===== config.mk =====
export PLATFORM = sky130hd
export DESIGN_NAME = nmt_cell
export DESIGN_NICKNAME = d
export VERILOG_FILES = /design/src/sv/nmt_pkg.sv /design/src/sv/nmt_cell.sv /design/src/sv/nmt_root.sv
export SDC_FILE = /design/constraint.sdc
export NUM_CORES = 1
export LEC_CHECK = 0
export BUFFER_PORTS_ARGS = -buffer_cell sky130_fd_sc_hd__buf_2
export CAP_MARGIN = 10
export CORE_MARGIN = 2
export CORE_UTILIZATION = 48
export DETAILED_ROUTE_END_ITERATION = 10
export PLACE_DENSITY = 0.72
export SKIP_LAST_GASP = 1
export SYNTH_ARGS = -nofsm -noshare
export SYNTH_HDL_FRONTEND = slang
export SYNTH_SLANG_ARGS = --single-unit
export TNS_END_PERCENT = 5

===== constraint.sdc =====
create_clock -name clock -period 13.4 [get_ports clock]
set_input_delay 2.68 -clock clock [delete_from_list [all_inputs] [get_ports clock]]
set_output_delay 2.68 -clock clock [all_outputs]
set_load 0.005 [all_outputs]

===== src/sv/nmt_pkg.sv =====
// ----------------------------------------------------------------------------
// Nearest marker tracker package
// Shared widths and register indexes.
// ----------------------------------------------------------------------------
package nmt_pkg;
   localparam int CSR_ADDR_BITS = 1;
   localparam int CSR_DATA_BITS = 12;
   localparam int INDEX_BITS    = 4;
   localparam int JITTER_BITS   = 12;

   localparam logic [CSR_ADDR_BITS-1:0] CSR_JITTER    = 1'b0;
   localparam logic [CSR_ADDR_BITS-1:0] CSR_SMOOTHING = 1'b1;
endpackage


===== src/sv/nmt_cell.sv =====
// ----------------------------------------------------------------------------
// Marker cell
// Holds one marker's positions. The point passes through the chain and starts
// each cell's floored-root unit; a best token follows behind the point, and
// each cell compares its root with the best so far and forwards the winner.
// A write strobe updates the cell.
// ----------------------------------------------------------------------------
module nmt_cell
   import nmt_pkg::*;
#(
   parameter int COORD_BITS = 12,
   parameter int IDX_BITS   = 4,
   parameter logic [IDX_BITS-1:0] MY_INDEX = '0
) (
   input  logic                    clock,
   input  logic                    reset,
   input  logic                    in_valid,
   input  logic [COORD_BITS-1:0]   in_x,
   input  logic [COORD_BITS-1:0]   in_y,
   output logic                    out_valid,
   output logic [COORD_BITS-1:0]   out_x,
   output logic [COORD_BITS-1:0]   out_y,
   input  logic                    in_bvalid,
   input  logic                    in_have,
   input  logic [COORD_BITS:0]     in_best,
   input  logic [IDX_BITS-1:0]     in_idx,
   output logic                    out_bvalid,
   output logic                    out_have,
   output logic [COORD_BITS:0]     out_best,
   output logic [IDX_BITS-1:0]     out_idx,
   input  logic                    wr_en,
   input  logic [IDX_BITS-1:0]     wr_idx,
   input  logic [COORD_BITS-1:0]   wr_x,
   input  logic [COORD_BITS-1:0]   wr_y,
   output logic [COORD_BITS-1:0]   cur_x,
   output logic [COORD_BITS-1:0]   cur_y,
   output logic [COORD_BITS-1:0]   prv_x,
   output logic [COORD_BITS-1:0]   prv_y
);
   localparam int SQ_BITS   = 2 * COORD_BITS + 1;
   localparam int ROOT_BITS = COORD_BITS + 1;

   logic [COORD_BITS-1:0] cx_ff, cy_ff, px_ff, py_ff;
   logic [COORD_BITS-1:0] dx, dy;
   logic [SQ_BITS-1:0]    d_sq;
   logic [ROOT_BITS-1:0]  my_root;
   logic                  take;
   logic                  v_ff, bv_ff, have_ff;
   logic [COORD_BITS-1:0] x_ff, y_ff;
   logic [ROOT_BITS-1:0]  best_ff;
   logic [IDX_BITS-1:0]   idx_ff;

   assign dx = (in_x > cx_ff) ? in_x - cx_ff : cx_ff - in_x;
   assign dy = (in_y > cy_ff) ? in_y - cy_ff : cy_ff - in_y;
   assign d_sq = SQ_BITS'(dx) * SQ_BITS'(dx) + SQ_BITS'(dy) * SQ_BITS'(dy);

   nmt_root #(.SQ_BITS(SQ_BITS), .ROOT_BITS(ROOT_BITS)) u_root (
      .clock (clock),
      .reset (reset),
      .start (in_valid),
      .value (d_sq),
      .root  (my_root)
   );

   // Strict compare of floored roots keeps the lower index on a tie.
   assign take = !in_have || (my_root < in_best);

   always_ff @(posedge clock) begin
      if (reset) begin
         v_ff  <= 1'b0;
         bv_ff <= 1'b0;
         cx_ff <= '0;
         cy_ff <= '0;
         px_ff <= '0;
         py_ff <= '0;
      end else begin
         v_ff  <= in_valid;
         bv_ff <= in_bvalid;
         if (wr_en && (wr_idx == MY_INDEX)) begin
            px_ff <= cx_ff;
            py_ff <= cy_ff;
            cx_ff <= wr_x;
            cy_ff <= wr_y;
         end
      end
      x_ff    <= in_x;
      y_ff    <= in_y;
      have_ff <= 1'b1;
      best_ff <= take ? my_root : in_best;
      idx_ff  <= take ? MY_INDEX : in_idx;
   end

   assign out_valid  = v_ff;
   assign out_x      = x_ff;
   assign out_y      = y_ff;
   assign out_bvalid = bv_ff;
   assign out_have   = have_ff;
   assign out_best   = best_ff;
   assign out_idx    = idx_ff;
   assign cur_x      = cx_ff;
   assign cur_y      = cy_ff;
   assign prv_x      = px_ff;
   assign prv_y      = py_ff;
endmodule


===== src/sv/nmt_root.sv =====
// ----------------------------------------------------------------------------
// Integer square root
// Floor root of a squared distance, worked out one result bit per cycle
// by shift, compare and subtract.
// ----------------------------------------------------------------------------
module nmt_root #(
   parameter int SQ_BITS   = 25,
   parameter int ROOT_BITS = 13
) (
   input  logic                 clock,
   input  logic                 reset,
   input  logic                 start,
   input  logic [SQ_BITS-1:0]   value,
   output logic [ROOT_BITS-1:0] root
);
   localparam int WORK_BITS = 2 * ROOT_BITS + 1;

   logic [WORK_BITS-1:0] rem_ff, res_ff, bit_ff;
   logic [WORK_BITS-1:0] trial;

   assign trial = res_ff + bit_ff;

   always_ff @(posedge clock) begin
      if (reset) begin
         rem_ff <= '0;
         res_ff <= '0;
         bit_ff <= '0;
      end else if (start) begin
         rem_ff <= WORK_BITS'(value);
         res_ff <= '0;
         bit_ff <= WORK_BITS'(1) << (2 * (ROOT_BITS - 1));
      end else if (bit_ff != '0) begin
         if (rem_ff >= trial) begin
            rem_ff <= rem_ff - trial;
            res_ff <= (res_ff >> 1) + bit_ff;
         end else begin
            res_ff <= res_ff >> 1;
         end
         bit_ff <= bit_ff >> 2;
      end
   end

   assign root = res_ff[ROOT_BITS-1:0];
endmodule


==> metrics.cfg <==
[synth]
synth_area_um2 = 19100
synth-seq-area-share = 0.165
synth_flop_cell = dfxtp_1
syn-num-nets = 2808
ys_warn_count = 0
synth_edf_count = 0
ys_ff_latch = 158
synth.area.top_cells = fa_1 (22%), dfxtp_1 (17%), ha_1 (14%), inv_1 (7.0%), a21oi_1 (4.2%)
async_flop_share = 0
yosysTopAreaCellShare = 0.215
synthCells = 2307
synth_top_area_cell = fa_1
synth_cell_type_count = 74
avgSynthCellArea_um2 = 8.30

[floorplan]
die-area_um2 = 41500
pin_count = 167
core.rowCount = 73
fp.dieW_um = 204
initial_utilization = 0.484
core_area_um2 = 39500
die_h_um = 204

[clock_tree]
cts-buffers-inserted = 17
cts.hold.buffers_added = 0
clk_pin_slew_ns = 0.07
clock-sinks = 158
root_buffer = clkbuf_16
clockBufferDepth = 2
post_cts_buffers = 0
cts_tree = built
cts_max_level = 4
cts-resized-gates = 0
clkLatencyLatePin_ns = 0.46

[global_routing]
grt-ovfl-total = 0
grt.total_usage = 0.250
grt_pass1_vias = 16300
grt_pass1_wl_um = 82500
grt_max_degree = 76
antenna_found_initial = 0

[critical_path]
crit_required_ns = 13.77
end_kind = register
critPathArrivalTime_ns = 12.73
cp_slowest_cell = o41ai_1
cp_max_fo = 12
start_kind = primary input
worstSetupPathType = primary input to register
critical-path-max-stage-delay_ns = 0.80

[outcome]
status = complete, no violations

[route]
firstDrtPassIters = 6
ant_nets = 0
first_iter_violations = 1005
drc = 0
vias = 16400
wl_per_cell_um = 17.3
drt_wl_total_um = 51100
drt-vias-per-instance = 5.56

[timing]
rsz0062_at_grt = no
setup_tns_ns = 0
tightest_slew_ns = 1.19
fmax_mhz = 81.0
setup_viol = 0
finalCritPeriodShare = 0.922
final_max_slew_viol_count = 0
relSlewSlack = 0.207
period_needed_ns = 12.35
final-hold-violation-count = 0
fin_worst_skew_ns = 0.0108

[placement]
gp_congestion = 0.889
port_buffers = 165
hpwl_um = 41100

[final_layout]
synthToLayoutAreaGrowth_pct = 9.95
fin_nets = 2919
num_antenna_cells = 0
drive_above_1_share = 0.108

[job]
max_cap_viol_count = 0

[min_path]
hold_path_class = register to register

[cells by family after synthesis]
family,after synthesis,synth area share
compound gates,461,0.155
buf+inv,458,0.0925
fa+ha+maj,426,0.359
flops,158,0.165
mux,30,0.0161
other cells,1,0.000196
xor+xnor,102,0.0467
simple gates,671,0.165
[per-layer routing]
metal	part of all wire	vias up	wire length, um	track usage
li1	-	7907	-	-
met1	0.43	8023	22000	0.321
met2	0.50	411	25500	0.429
met3	0.038	94	1920	0.0321
met4	0.033	0	1670	0.0920
met5	0	-	0	0
[path summary, 6_finish.rpt]
kind | to | start | slack, ns | cells after the start
worst min-delay path | prv_x[2] | prv_x[2] | 0.45 | 2
worst max-delay path | u_root.rem_ff[23] | in_y[0] | 1.05 | 31
worst min register to register | prv_x[2] | prv_x[2] | 0.45 | 2
worst max register to register | u_root.rem_ff[23] | cur_y[0] | 2.97 | 31
[state kept, by name, summed over array words and instances (netlist names)]
signal and count:
u_root.rem_ff 27, u_root.res_ff 27, out_best 13, u_root.bit_ff 13, cur_x 12, cur_y 12
out_x 12, out_y 12, prv_x 12, prv_y 12, out_idx 4, out_bvalid 1
out_valid 1
[synthesized netlist by cell type, types with 9 or more instances]
cell type,instances
a21o_1,46
nand2b_1,38
o211ai_1,27
clkbuf_1,71
or3_1,17
xor2_1,55
nand4_1,43
or2_2,19
nor2b_1,26
a21oi_1,161
nand3b_1,9
nor3_1,22
fa_1,206
mux2i_1,23
inv_1,356
o21ai_0,62
nand2_1,213
xnor2_1,47
dfxtp_1,158
o21a_1,9
ha_1,220
a31oi_1,36
buf_2,16
a311oi_1,23
and3_1,9
nor2_1,182
a211oi_1,14
o21bai_1,11
and2_1,17
nand3_1,52
[through the flow]
stage          cells  hold slack [ns]   util  setup WS [ns]  area, um2
6_report        2956            0.455  0.532           1.05      21100
5_1_grt         2956            0.481  0.532          0.391      21100
4_1_cts         2956            0.457  0.532           1.14      21100
3_5_place_dp    2924            0.447  0.516          0.673      20400
3_3_place_gp    2924            0.441  0.516           1.00      20400
2_1_floorplan   2307            0.449      -           2.35      19100
[cell type report]
type | count | area [um2]
multi-input combinational | 1691 | 14200
timing repair buffer | 191 | 1020
inverter | 359 | 1350
sequential | 158 | 3160
clock inverter | 15 | 220
tap | 525 | 657
fill | 3692 | 18500
clock buffer | 17 | 425
[cell usage in the layout (no fill, tap or decap), drive strengths merged, types with 5 or more instances in the layout]
cell type	netlist	layout
mux2i	23	23
a31oi	36	36
inv	358	367
o21ai	65	65
o21bai	11	11
nand3	52	52
xor2	55	55
ha	220	220
nand2b	38	38
clkbuf	72	17
xnor2	47	47
a21boi	5	5
o21a	9	9
or2	19	19
nor3	22	22
nor2b	26	26
fa	206	206
o311ai	7	7
a211o	6	6
buf	27	191
a211oi	14	14
nor4	8	8
nand2	213	213
nand3b	9	9
and2	17	17
and3b	5	5
a311oi	23	23
a21oi	161	161
dfxtp	158	158
mux2	7	7
a21o	46	46
o31ai	8	8
or3	17	17
nor2	183	183
o211ai	27	27
nand4	43	43
and3	9	9
[critical path: cells and delay by family]
kind / cells / cell delay (ns)
xor gates and xnor gates: 1 / 0.63
adders and majority gates: 9 / 4.50
buffers and inverters: 8 / 0.80
and+or+nand+nor: 4 / 1.05
muxes: 2 / 0.54
AOI/OAI and AO/OA: 7 / 2.52
Power is left out: the tool's default activity adds up to more than one toggle a clock period on the data nets, which glitch-free logic cannot reach.
